==> config.mk <==
export PLATFORM = sky130hd
export DESIGN_NAME = pscc_sqrt
export DESIGN_NICKNAME = d
export VERILOG_FILES = /design/src/rtl/core/phase_sync_collinearity_check_macros.svh /design/src/rtl/core/pscc_pkg.sv /design/src/rtl/core/pscc_sqrt.sv
export SDC_FILE = /design/constraint.sdc
export NUM_CORES = 1
export LEC_CHECK = 0
export BUFFER_PORTS_ARGS = -buffer_cell sky130_fd_sc_hd__buf_2
export CAP_MARGIN = 20
export CORE_ASPECT_RATIO = 1.5
export CORE_UTILIZATION = 35
export CTS_BUF_LIST = sky130_fd_sc_hd__clkbuf_8
export DETAILED_ROUTE_END_ITERATION = 6
export HOLD_SLACK_MARGIN = 0.08
export PLACE_DENSITY_LB_ADDON = 0.3
export SLEW_MARGIN = 0
export SYNTH_ARGS = -nofsm -noshare
export SYNTH_HDL_FRONTEND = slang
export SYNTH_SLANG_ARGS = --single-unit
==> constraint.sdc <==
create_clock -name clk -period 2.6 [get_ports clk]
set_input_delay 0.52 -clock clk [delete_from_list [all_inputs] [get_ports clk]]
set_output_delay 0.52 -clock clk [all_outputs]
set_load 0.02 [all_outputs]
==> src/rtl/core/phase_sync_collinearity_check_macros.svh <==
// Assertion macros shared by the phase-sync collinearity check RTL
`ifndef PHASE_SYNC_COLLINEARITY_CHECK_MACROS_SVH
`define PHASE_SYNC_COLLINEARITY_CHECK_MACROS_SVH

// consequent must hold in the same cycle as the antecedent
`define PSCC_ASSERT_NOW(lbl, ante, cons, msg) \
    lbl: assert property (@(posedge clk) disable iff (!rst_n) (ante) |-> (cons)) \
        else $error(msg);

// consequent must hold in the cycle after the antecedent
`define PSCC_ASSERT_NEXT(lbl, ante, cons, msg) \
    lbl: assert property (@(posedge clk) disable iff (!rst_n) (ante) |=> (cons)) \
        else $error(msg);

`endif

==> src/rtl/core/pscc_pkg.sv <==
// Types and constants of the phase-sync collinearity check
package pscc_pkg;

    localparam int unsigned EPS_W = 31;
    localparam logic [EPS_W-1:0] EPS_RESET = 31'd1074;
    localparam logic [30:0] ONE_Q30 = 31'h4000_0000;

    typedef struct packed {
        logic               axis_selected;
        logic signed [31:0] current_velocity;
        logic signed [31:0] target_velocity;
        logic               last_axis;
    } pscc_in_t;

    typedef struct packed {
        logic signed [31:0] norm_current;
        logic signed [31:0] norm_target;
        logic signed [31:0] reference_component;
        logic               sync_possible;
        logic               last_result;
    } pscc_out_t;

endpackage

==> src/rtl/core/pscc_sqrt.sv <==
// Floor square root of a 64-bit value, two radicand bits per cycle
module pscc_sqrt (
    input  logic        clk,
    input  logic        rst_n,
    input  logic        start,
    input  logic [63:0] radicand,
    output logic        done,
    output logic [31:0] root
);
    import pscc_pkg::*;

    logic        busy_reg;
    logic        done_reg;
    logic [4:0]  cnt_reg;
    logic [63:0] rad_reg;
    logic [32:0] rem_reg;
    logic [31:0] root_reg;
    logic [34:0] rem_t;
    logic [34:0] trial;
    logic        fits;

    assign rem_t = {rem_reg, rad_reg[63:62]};
    assign trial = {1'b0, root_reg, 2'b01};
    assign fits  = rem_t >= trial;

    always_ff @(posedge clk or negedge rst_n)
    begin
        if (!rst_n)
        begin
            busy_reg <= 1'b0;
            done_reg <= 1'b0;
            cnt_reg  <= '0;
            rad_reg  <= '0;
            rem_reg  <= '0;
            root_reg <= '0;
        end
        else
        begin
            done_reg <= 1'b0;
            if (start)
            begin
                busy_reg <= 1'b1;
                cnt_reg  <= 5'd31;
                rad_reg  <= radicand;
                rem_reg  <= '0;
                root_reg <= '0;
            end
            else if (busy_reg)
            begin
                rem_reg  <= fits ? 33'(rem_t - trial) : rem_t[32:0];
                root_reg <= {root_reg[30:0], fits};
                rad_reg  <= {rad_reg[61:0], 2'b00};
                cnt_reg  <= cnt_reg - 5'd1;
                if (cnt_reg == 5'd0)
                begin
                    busy_reg <= 1'b0;
                    done_reg <= 1'b1;
                end
            end
        end
    end

    assign done = done_reg;
    assign root = root_reg;

endmodule

==> results.py <==
metrics = {
    "timing": {
        "max_clock_freq_ghz": 0.359,
        "hold_viol_final": 0,
        "setup_ws_ns": -0.188,
        "fin_crit_sh": 1.07,
        "rsz0062_at_grt": "true",
        "fin_tns_setup_ns": -3.40,
        "setup_violations": 31,
        "slew_viol_final": 0,
        "tightest_slew_ns": 0.931,
        "skew_ns": 0.0112,
        "maxSlewHeadroom": 0.379,
        "finalCriticalPeriod_ns": 2.79,
    },
    "routing": {
        "drc": 0,
        "vias": 7374,
        "routedWlPerCell_um": 14.6,
        "wl_um": 21500,
        "firstDrtPassIters": 4,
        "drtIter0Drc": 385,
        "avgViaCountPerCell": 5.00,
        "ant_nets": 0,
    },
    "clock_tree": {
        "clockBufferDepth": 2,
        "h-tree-depth": 4,
        "clkTransAtPathRegs_ns": 0.09,
        "cts_tree": "done",
        "cts_root_buffer": "clkbuf_8",
        "cts_num_sinks": 136,
        "clk_latency_ns": 0.46,
        "cts_buffers": 17,
    },
    "place": {
        "portBuffers": 99,
        "placedCellCount": 1434,
        "dpl.hpwl_um": 15600,
        "gp_congestion": 0.864,
    },
    "setup_path": {
        "cp-start-kind": "flip-flop",
        "critPathKind": "reg2reg",
        "reg2reg_slack_ns": -0.19,
        "path_max_fanout": 8,
        "r2r_start": "rem_reg[22]",
        "reg2reg_depth": 10,
        "end_kind": "flip-flop",
        "startpoint": "rem_reg[22]",
        "reg2reg_to": "rem_reg[26]",
        "arrival_ns": 3.13,
        "crit_required_ns": 2.95,
    },
    "synthesis": {
        "synth_area_per_cell_um2": 8.97,
        "synth_fa_ha_area_frac": 0.0546,
        "synth_edf_count": 0,
        "post-synth-top-count-cell": "nand2_1",
        "synth_area_leader_cell": "dfrtp_1",
        "syn-num-nets": 1023,
        "netlist_top_cells_count": "144 x nand2_1, 136 x dfrtp_1, 96 x mux2i_1",
        "synth_top_family_by_area": "compound AO/OA/AOI/OAI gates",
        "ys_seq_elements": 136,
        "synth.area.top_cells": "dfrtp_1 41%, mux2i_1 12%, nand2_1 6.5%",
        "synth-seq-area-share": 0.412,
        "synth_top_area_share": 0.412,
        "synth_compound_gate_area_share": 0.174,
        "yosys.area_share.simple": 0.158,
        "async_flop_share": 1.00,
        "synthXorXnorAreaFrac": 0.0233,
        "synth.distinct_cells": 66,
        "synth_mux_area_frac": 0.120,
        "syn_inst": 920,
        "netlist_area_mm2": 0.00826,
        "synthFlopType": "dfrtp_1",
        "yosys_warnings": 0,
    },
    "global_route": {
        "antenna_found_initial": 0,
        "grt_pass1_vias": 7522,
        "grt_use_total": 0.187,
        "grt_pass1_wl_um": 36000,
        "grt_max_degree": 68,
        "grt_overflow": 0,
    },
    "finish": {
        "drive_gt1_frac": 0.347,
        "fin_cells": 1474,
        "nets": 1249,
        "areaGrowthSynthToFinish_pct": 34.8,
        "diodes": 0,
        "largest_register_ffs": 64,
        "fill_cells": 2238,
    },
    "min_path": {
        "whs_endpoint": "rad_reg[2]",
        "hp-class": "in2reg",
        "hold_depth": 3,
        "hp-start": "radicand[2]",
    },
    "floorplanning": {
        "die_y_um": 190,
        "rows": 68,
        "core_mm2": 0.0231,
        "die_area_mm2": 0.0242,
        "die_x_um": 127,
        "start_util": 0.358,
        "ios": 100,
    },
    "power_and_ir_drop": {
        "power.density_mw_per_mm2": 1050,
        "p_leak_nw": 5.74,
        "vdd_drop_max_uv": 559,
    },
    "status": {
        "status": "finished, violations left",
        "violations": "negative setup slack",
    },
    "job": {
        "cap_violations": 0,
    },
}
[metrics by stage]
stage / power (W) / worst slack [ns] / area [µm²] / util / hold WS [ns]
2_1_floorplan: 0.00685 / -0.112 / 8500 / - / 0.224
3_3_place_gp: 0.00915 / -0.238 / 10400 / 0.451 / 0.505
3_5_place_dp: 0.00920 / -0.348 / 10400 / 0.451 / 0.515
4_1_cts: 0.0115 / -0.185 / 11000 / 0.478 / 0.217
5_1_grt: 0.0126 / -0.303 / 11100 / 0.483 / 0.235
6_report: 0.0117 / -0.188 / 11100 / 0.483 / 0.259
[layout by cell type (no fill, tap or decap), types with 4 or more instances in the layout]
| cell type | n |
|---|---|
| dfrtp_2 | 21 |
| a211oi_1 | 5 |
| clkbuf_8 | 20 |
| inv_2 | 6 |
| nand3_1 | 19 |
| o21a_1 | 8 |
| buf_6 | 5 |
| nand2b_1 | 4 |
| a311oi_1 | 13 |
| buf_12 | 8 |
| nor3_1 | 11 |
| o21ai_0 | 86 |
| nand4_1 | 8 |
| inv_1 | 46 |
| buf_4 | 152 |
| dfrtp_1 | 114 |
| clkinvlp_4 | 5 |
| or3_1 | 5 |
| mux2i_1 | 96 |
| xor2_1 | 8 |
| a31oi_1 | 6 |
| o211ai_1 | 4 |
| nor2_1 | 74 |
| a21oi_2 | 4 |
| a21oi_1 | 39 |
| a21o_1 | 11 |
| buf_2 | 97 |
| xnor2_1 | 14 |
| nand2_1 | 130 |
| a311oi_2 | 8 |
| nand2_2 | 13 |
| ha_1 | 19 |
| ha_4 | 15 |
[critical path, stage by stage, from the launching register on]
cell	delay, ns
dfrtp_1	0.42
ha_4	0.28
and3_4	0.21
nand3_4	0.09
or4b_1	0.54
a211o_1	0.30
and2_4	0.17
buf_12	0.14
a2111oi_4	0.28
mux2_4	0.20
nor4_2	0.04
[layer usage]
metal / track usage / wire length [µm] / vias to the layer above
met2: 0.342 / 11400 / 125
met4: 0.0774 / 575 / 0
li1: - / - / 3695
met1: 0.211 / 8980 / 3515
met5: 0 / 0 / -
met3: 0.0346 / 571 / 39
[repair_timing]
action	4_1_cts	5_1_grt
gates resized for setup	32	14
gates cloned	1	1
hold buffers	1	0
endpoints found under the setup margin	33	34
endpoints found under the hold margin	46	0
pin swaps	17	3
buffers inserted	5	1
[kinds of logic (layout without fill, tap and decap cells)]
group           after synthesis  count (layout)
simple gates                296             296
compound gates              221             221
flops                       136             136
buf+inv                     110             349
mux                          99              99
fa+ha+maj                    36              36
xor+xnor                     22              22
[how the worst max path moves through the flow]
stage | slack (ns) | to | cells after the start
finish | -0.19 | rem_reg[26] | 10
global placement | -0.24 | rem_reg[28] | 10
global route | -0.30 | rem_reg[26] | 10
detailed placement | -0.35 | rem_reg[27] | 9
CTS | -0.19 | rem_reg[26] | 10
floorplan | -0.11 | rem_reg[26] | 11
[report_power, final]
group | total [W] | switching [W] | leakage [nW] | internal, W
sequential | 0.00261 | 0.000202 | 1.69 | 0.00241
clock | 0.00176 | 0.000922 | 0.184 | 0.000841
combinational | 0.00734 | 0.00357 | 3.87 | 0.00377
total | 0.0117 | 0.00470 | 5.74 | 0.00702
[final cells by class]
cell class                      instances  area (µm²)  share of cell area
Multi-Input combinational cell        674        4810               0.432
Inverter                               52         195              0.0175
Tap cell                              315         394              0.0354
Clock inverter                         12         116              0.0105
Timing Repair Buffer                  265        1910               0.171
Clock buffer                           20         275              0.0247
Sequential cell                       136        3430               0.308
Note: power is estimated with default switching activity, not from simulation.
