## src/rtl/core/phase_sync_collinearity_check_macros.svh

```systemverilog
// Assertion macros shared by the phase-sync collinearity check RTL
`ifndef PHASE_SYNC_COLLINEARITY_CHECK_MACROS_SVH
`define PHASE_SYNC_COLLINEARITY_CHECK_MACROS_SVH

// consequent must hold in the same cycle as the antecedent
`define PSCC_ASSERT_NOW(lbl, ante, cons, msg) \
    lbl: assert property (@(posedge clk) disable iff (!rst_n) (ante) |-> (cons)) \
        else $error(msg);

// consequent must hold in the cycle after the antecedent
`define PSCC_ASSERT_NEXT(lbl, ante, cons, msg) \
    lbl: assert property (@(posedge clk) disable iff (!rst_n) (ante) |=> (cons)) \
        else $error(msg);

`endif

```

## src/rtl/core/pscc_pkg.sv

```systemverilog
// Types and constants of the phase-sync collinearity check
package pscc_pkg;

    localparam int unsigned EPS_W = 31;
    localparam logic [EPS_W-1:0] EPS_RESET = 31'd1074;
    localparam logic [30:0] ONE_Q30 = 31'h4000_0000;

    typedef struct packed {
        logic               axis_selected;
        logic signed [31:0] current_velocity;
        logic signed [31:0] target_velocity;
        logic               last_axis;
    } pscc_in_t;

    typedef struct packed {
        logic signed [31:0] norm_current;
        logic signed [31:0] norm_target;
        logic signed [31:0] reference_component;
        logic               sync_possible;
        logic               last_result;
    } pscc_out_t;

endpackage

```

## src/rtl/core/pscc_div.sv

```systemverilog
// Restoring divider, one quotient bit per cycle, for (mag << 30) / len capped at 1.0 in Q1.30
module pscc_div (
    input  logic        clk,
    input  logic        rst_n,
    input  logic        start,
    input  logic [31:0] numer,
    input  logic [31:0] divisor,
    output logic        done,
    output logic [30:0] quotient
);
    import pscc_pkg::*;

    logic        busy_reg;
    logic        done_reg;
    logic        ovf_reg;
    logic [5:0]  cnt_reg;
    logic [61:0] dvd_reg;
    logic [31:0] rem_reg;
    logic [30:0] q_reg;
    logic [32:0] rem_t;
    logic [32:0] diff;
    logic        fits;

    assign rem_t = {rem_reg, dvd_reg[61]};
    assign diff  = rem_t - {1'b0, divisor};
    assign fits  = rem_t >= {1'b0, divisor};

    always_ff @(posedge clk or negedge rst_n)
    begin
        if (!rst_n)
        begin
            busy_reg <= 1'b0;
            done_reg <= 1'b0;
            ovf_reg  <= 1'b0;
            cnt_reg  <= '0;
            dvd_reg  <= '0;
            rem_reg  <= '0;
            q_reg    <= '0;
        end
        else
        begin
            done_reg <= 1'b0;
            if (start)
            begin
                busy_reg <= 1'b1;
                ovf_reg  <= 1'b0;
                cnt_reg  <= 6'd61;
                dvd_reg  <= {numer[31:0], 30'd0};
                rem_reg  <= '0;
                q_reg    <= '0;
            end
            else if (busy_reg)
            begin
                rem_reg <= fits ? diff[31:0] : rem_t[31:0];
                q_reg   <= {q_reg[29:0], fits};
                ovf_reg <= ovf_reg | q_reg[30];
                dvd_reg <= {dvd_reg[60:0], 1'b0};
                cnt_reg <= cnt_reg - 6'd1;
                if (cnt_reg == 6'd0)
                begin
                    busy_reg <= 1'b0;
                    done_reg <= 1'b1;
                end
            end
        end
    end

    assign done     = done_reg;
    assign quotient = (ovf_reg || q_reg > ONE_Q30) ? ONE_Q30 : q_reg;

endmodule
```

## config.mk

```make
export PLATFORM = sky130hd
export DESIGN_NAME = pscc_div
export DESIGN_NICKNAME = d
export VERILOG_FILES = /design/src/rtl/core/phase_sync_collinearity_check_macros.svh /design/src/rtl/core/pscc_pkg.sv /design/src/rtl/core/pscc_div.sv
export SDC_FILE = /design/constraint.sdc
export NUM_CORES = 1
export LEC_CHECK = 0
export ABC_AREA = 1
export BUFFER_PORTS_ARGS = -buffer_cell sky130_fd_sc_hd__buf_2
export CORE_MARGIN = 2
export CORE_UTILIZATION = 40
export DETAILED_ROUTE_END_ITERATION = 10
export PLACE_DENSITY = 0.67
export SYNTH_ARGS = -nofsm -noshare
export SYNTH_HDL_FRONTEND = slang
export SYNTH_SLANG_ARGS = --single-unit
```

## constraint.sdc

```tcl
create_clock -name clk -period 3 [get_ports clk]
set_clock_uncertainty 0.15 [all_clocks]
set_input_delay 0.3 -clock clk [delete_from_list [all_inputs] [get_ports clk]]
set_output_delay 0.3 -clock clk [all_outputs]
set_load 0.02 [all_outputs]
```

==> impl_metrics.prom <==
# TYPE chip_impl_metric gauge
chip_impl_metric{name="routed-via-count",unit=""} 7020
chip_impl_metric{name="worst_hold_check_slack",unit="ps"} 10.5
chip_impl_metric{name="initial_antenna_violation_count",unit=""} 2
chip_impl_info{name="r2r-start",value="rem_reg[27]"} 1
chip_impl_info{name="synth_top_cells_by_area",value="dfrtp_1 (35%), nand2_1 (20%), inv_1 (10%)"} 1
chip_impl_info{name="list_of_most_frequent_post_synthesis_cells",value="nand2_1 (389), inv_1 (203), dfrtp_1 (104)"} 1
chip_impl_metric{name="first_global_vias",unit=""} 6603
chip_impl_info{name="status",value="completed"} 1
chip_impl_info{name="path_class",value="reg2reg"} 1
chip_impl_metric{name="antenna_left",unit=""} 0
chip_impl_metric{name="cts_setup_buffers",unit=""} 0
chip_impl_metric{name="crit_arrival",unit="ps"} 2770
chip_impl_metric{name="numClockSinks",unit=""} 104
chip_impl_metric{name="postSynthAreaPerCell",unit="um2"} 6.65
chip_impl_metric{name="wl",unit="um"} 19200
chip_impl_metric{name="dr_wl_met3",unit="um"} 1080
chip_impl_info{name="r2r_end",value="rem_reg[27]"} 1
chip_impl_metric{name="timing.final.crit_share",unit="%"} 87.0
chip_impl_info{name="worstSetupStartpointType",value="flop"} 1
chip_impl_metric{name="detailedPlacementHpwl",unit="um"} 14200
chip_impl_metric{name="finalWeightedCongestion",unit=""} 0.965
chip_impl_metric{name="synth.yosys.seq_area_share",unit="%"} 35.4
chip_impl_metric{name="synth.net_count",unit=""} 1206
chip_impl_metric{name="detail_route.wirelength.met1",unit="um"} 9020
chip_impl_metric{name="finalWorstPathRequiredPeriod",unit="ps"} 2610
chip_impl_metric{name="asr_flop_ratio_synth",unit="%"} 100
chip_impl_metric{name="yosys_warnings",unit=""} 0
chip_impl_metric{name="fp.dieH",unit="um"} 140
chip_impl_info{name="worstHoldEndpoint",value="dvd_reg[38]"} 1
chip_impl_metric{name="post-route-drc-count",unit=""} 0
chip_impl_metric{name="synthesis.instances",unit=""} 1104
chip_impl_metric{name="cts.path.max_buffers",unit=""} 2
chip_impl_metric{name="cts-buffers-inserted",unit=""} 9
chip_impl_metric{name="achievable-frequency",unit="GHz"} 0.383
chip_impl_metric{name="dp_worst_setup_slack",unit="ps"} 335
chip_impl_metric{name="coreArea",unit="mm2"} 0.0180
chip_impl_metric{name="max-cap-violations",unit=""} 0
chip_impl_metric{name="dieArea",unit="mm2"} 0.0195
chip_impl_info{name="top_layer",value="met5"} 1
chip_impl_info{name="yosysTopAreaCell",value="dfrtp_1"} 1
chip_impl_metric{name="design.portCount",unit=""} 99
chip_impl_metric{name="final_hold_viol_count",unit=""} 0
chip_impl_info{name="startpoint_of_the_worst_setup_timing_path",value="rem_reg[27]"} 1
chip_impl_info{name="yosys.cell_count.top_type",value="nand2_1"} 1
chip_impl_metric{name="worst-endpoint-required",unit="ps"} 3160
chip_impl_metric{name="floorplan.initialDensity",unit="%"} 40.9
chip_impl_metric{name="routed_via_density",unit=""} 4.92
chip_impl_metric{name="postLayoutSetupSlackWorst",unit="ps"} 389
chip_impl_metric{name="syn_area",unit="mm2"} 0.00734
chip_impl_metric{name="finalPower",unit="mW"} 6.11
chip_impl_metric{name="drt_first_pass_iters",unit=""} 5
chip_impl_info{name="hold_path_class",value="in2reg"} 1
chip_impl_info{name="grt_setup_unrepaired",value="no"} 1
chip_impl_metric{name="grt_usage",unit="%"} 20.1
chip_impl_metric{name="detail_route.iter0.violations",unit=""} 387
chip_impl_metric{name="total_leakage_power",unit="nW"} 4.87
chip_impl_metric{name="max_slew.worst_pin.slew",unit="ps"} 928
chip_impl_info{name="endpoint_kind",value="flop"} 1
chip_impl_metric{name="grt_start_max_net_pins",unit=""} 54
chip_impl_metric{name="die_width",unit="um"} 140
chip_impl_metric{name="r2r_setup_slack",unit="ps"} 390
chip_impl_metric{name="flow.area_growth_from_synthesis",unit="%"} 14.7
chip_impl_info{name="ys.flop_type",value="dfrtp_1"} 1
chip_impl_metric{name="layout-drive-gt1-share",unit="%"} 12.5
chip_impl_metric{name="routed-wl-met2",unit="um"} 8670
chip_impl_metric{name="worst-path-max-fanout",unit=""} 33
chip_impl_metric{name="placementRows",unit=""} 49
chip_impl_metric{name="finalSetupTns",unit="ps"} 0
chip_impl_metric{name="max_slew_margin",unit="%"} 38.0
chip_impl_metric{name="number_of_synthesized_flops_with_an_enable_pin",unit=""} 0
chip_impl_metric{name="detail_route.wl_per_cell",unit="um"} 13.4
chip_impl_metric{name="clk_pin_slew",unit="ps"} 90
chip_impl_info{name="startpoint_of_the_tightest_hold_check_path",value="numer[8]"} 1
chip_impl_metric{name="fillCellCount",unit=""} 1852
chip_impl_metric{name="final_net_count",unit=""} 1295
chip_impl_metric{name="clock_insertion_delay_worst_skew",unit="ps"} 360
chip_impl_metric{name="timing.final.setup_violations",unit=""} 0
chip_impl_metric{name="buffer_ports.inserted",unit=""} 98
chip_impl_metric{name="cts_max_level",unit=""} 3
chip_impl_metric{name="power_density",unit="mW/mm2"} 725
chip_impl_metric{name="hold_path_depth",unit=""} 3
chip_impl_metric{name="gr-total-overflow",unit=""} 0
chip_impl_metric{name="rr_worst_depth",unit=""} 11
chip_impl_info{name="tritoncts",value="yes"} 1
chip_impl_metric{name="first_pass_grt_wire_length",unit="um"} 32100
chip_impl_metric{name="yosys.area.top_type_share",unit="%"} 35.4
chip_impl_metric{name="slew_viol_final",unit=""} 0
chip_impl_info{name="cts_root_buf",value="clkbuf_16"} 1
chip_impl_metric{name="yosys_register_bits",unit=""} 104
chip_impl_metric{name="synth.lib_cells_used.distinct",unit=""} 37
chip_impl_metric{name="ir_worst_vdd",unit="mV"} 0.311
[layout make-up]
type                    instances  area, um2  share of cell area (%)
multi-input cells             762       3840                    45.5
flip-flops and latches        104       2600                    30.9
inverters                     204        766                    9.09
repair buffers                112        613                    7.28
well taps                     229        287                    3.40
clock buffers                   9        225                    2.67
clock inverters                 7       93.8                    1.11
diodes                          1       2.50                  0.0297
[per-layer routing]
metal  vias to the layer above  GRT usage (%)
met3                        34           4.23
met5                         -              0
met1                      3185           27.0
met4                         2           5.58
met2                       176           32.9
li1                       3623              -
[kinds of logic (layout without fill, tap and decap cells)]
kind of cell | count (synthesis) | in the layout | share of synthesized area [%]
AO/OA/AOI/OAI | 104 | 104 | 8.89
other | 0 | 1 | 0
flip-flops | 104 | 104 | 35.4
XOR/XNOR | 15 | 15 | 1.79
AND/OR/NAND/NOR | 608 | 608 | 35.2
adder cells (fa/ha/maj) | 35 | 35 | 6.06
buffers and inverters | 238 | 332 | 12.6
[per-stage QoR]
step	utilization, %	cells	area [um2]
2_1_floorplan	-	1104	7340
3_3_place_gp	45.1	1410	8090
3_5_place_dp	45.1	1410	8090
4_1_cts	46.9	1427	8420
5_1_grt	46.9	1427	8420
6_report	46.9	1428	8430
[worst max path at each step]
stage	slack, ps	cells past startpoint	endpoint
after floorplan	890	12	rem_reg[16]
after global placement	440	17	rem_reg[27]
after detailed placement	340	17	rem_reg[27]
after CTS	390	11	rem_reg[27]
after global routing	170	11	rem_reg[27]
final	390	11	rem_reg[27]
[placed cells by master, fill, tap and decap left out, drive strengths merged]
| cell | count |
|---|---|
| or2 | 3 |
| dlygate4sd3 | 1 |
| clkbuf | 9 |
| fa | 1 |
| o211ai | 1 |
| o21a | 2 |
| and3 | 2 |
| nor4 | 2 |
| xnor2 | 14 |
| o22ai | 30 |
| diode | 1 |
| nor3 | 3 |
| nand4 | 17 |
| nand3 | 81 |
| dfrtp | 104 |
| and2 | 6 |
| buf | 111 |
| clkinv | 3 |
| a21oi | 19 |
| inv | 208 |
| o21ai | 18 |
| nor2 | 84 |
| a31oi | 1 |
| ha | 34 |
| a22oi | 30 |
| o21bai | 3 |
| nand3b | 15 |
| nand2 | 395 |
| xor2 | 1 |
[power breakdown]
group	switching (mW)	total, mW	internal [mW]	leakage, nW
registers	0.163	1.80	1.64	1.34
logic	1.93	3.06	1.12	3.38
clock network	0.642	1.25	0.609	0.154
total	2.74	6.11	3.37	4.87
[critical path, cell delays in order, from the launching register on]
cell and delay (ps):
dfrtp_1 420, ha_1 390, nand2_1 130, nor2_1 130, inv_1 100, nor3_1 240, nand2_2 290, nand2_8 310
nand2_2 150, nand2_1 120, nand2_1 50, nand2_1 60
[repair_timing]
item / CTS / global route
resized for setup: 0 / 0
endpoints found under the hold margin: 46 / 0
hold buffers: 1 / 0
Note: power is estimated with default switching activity, not from simulation.
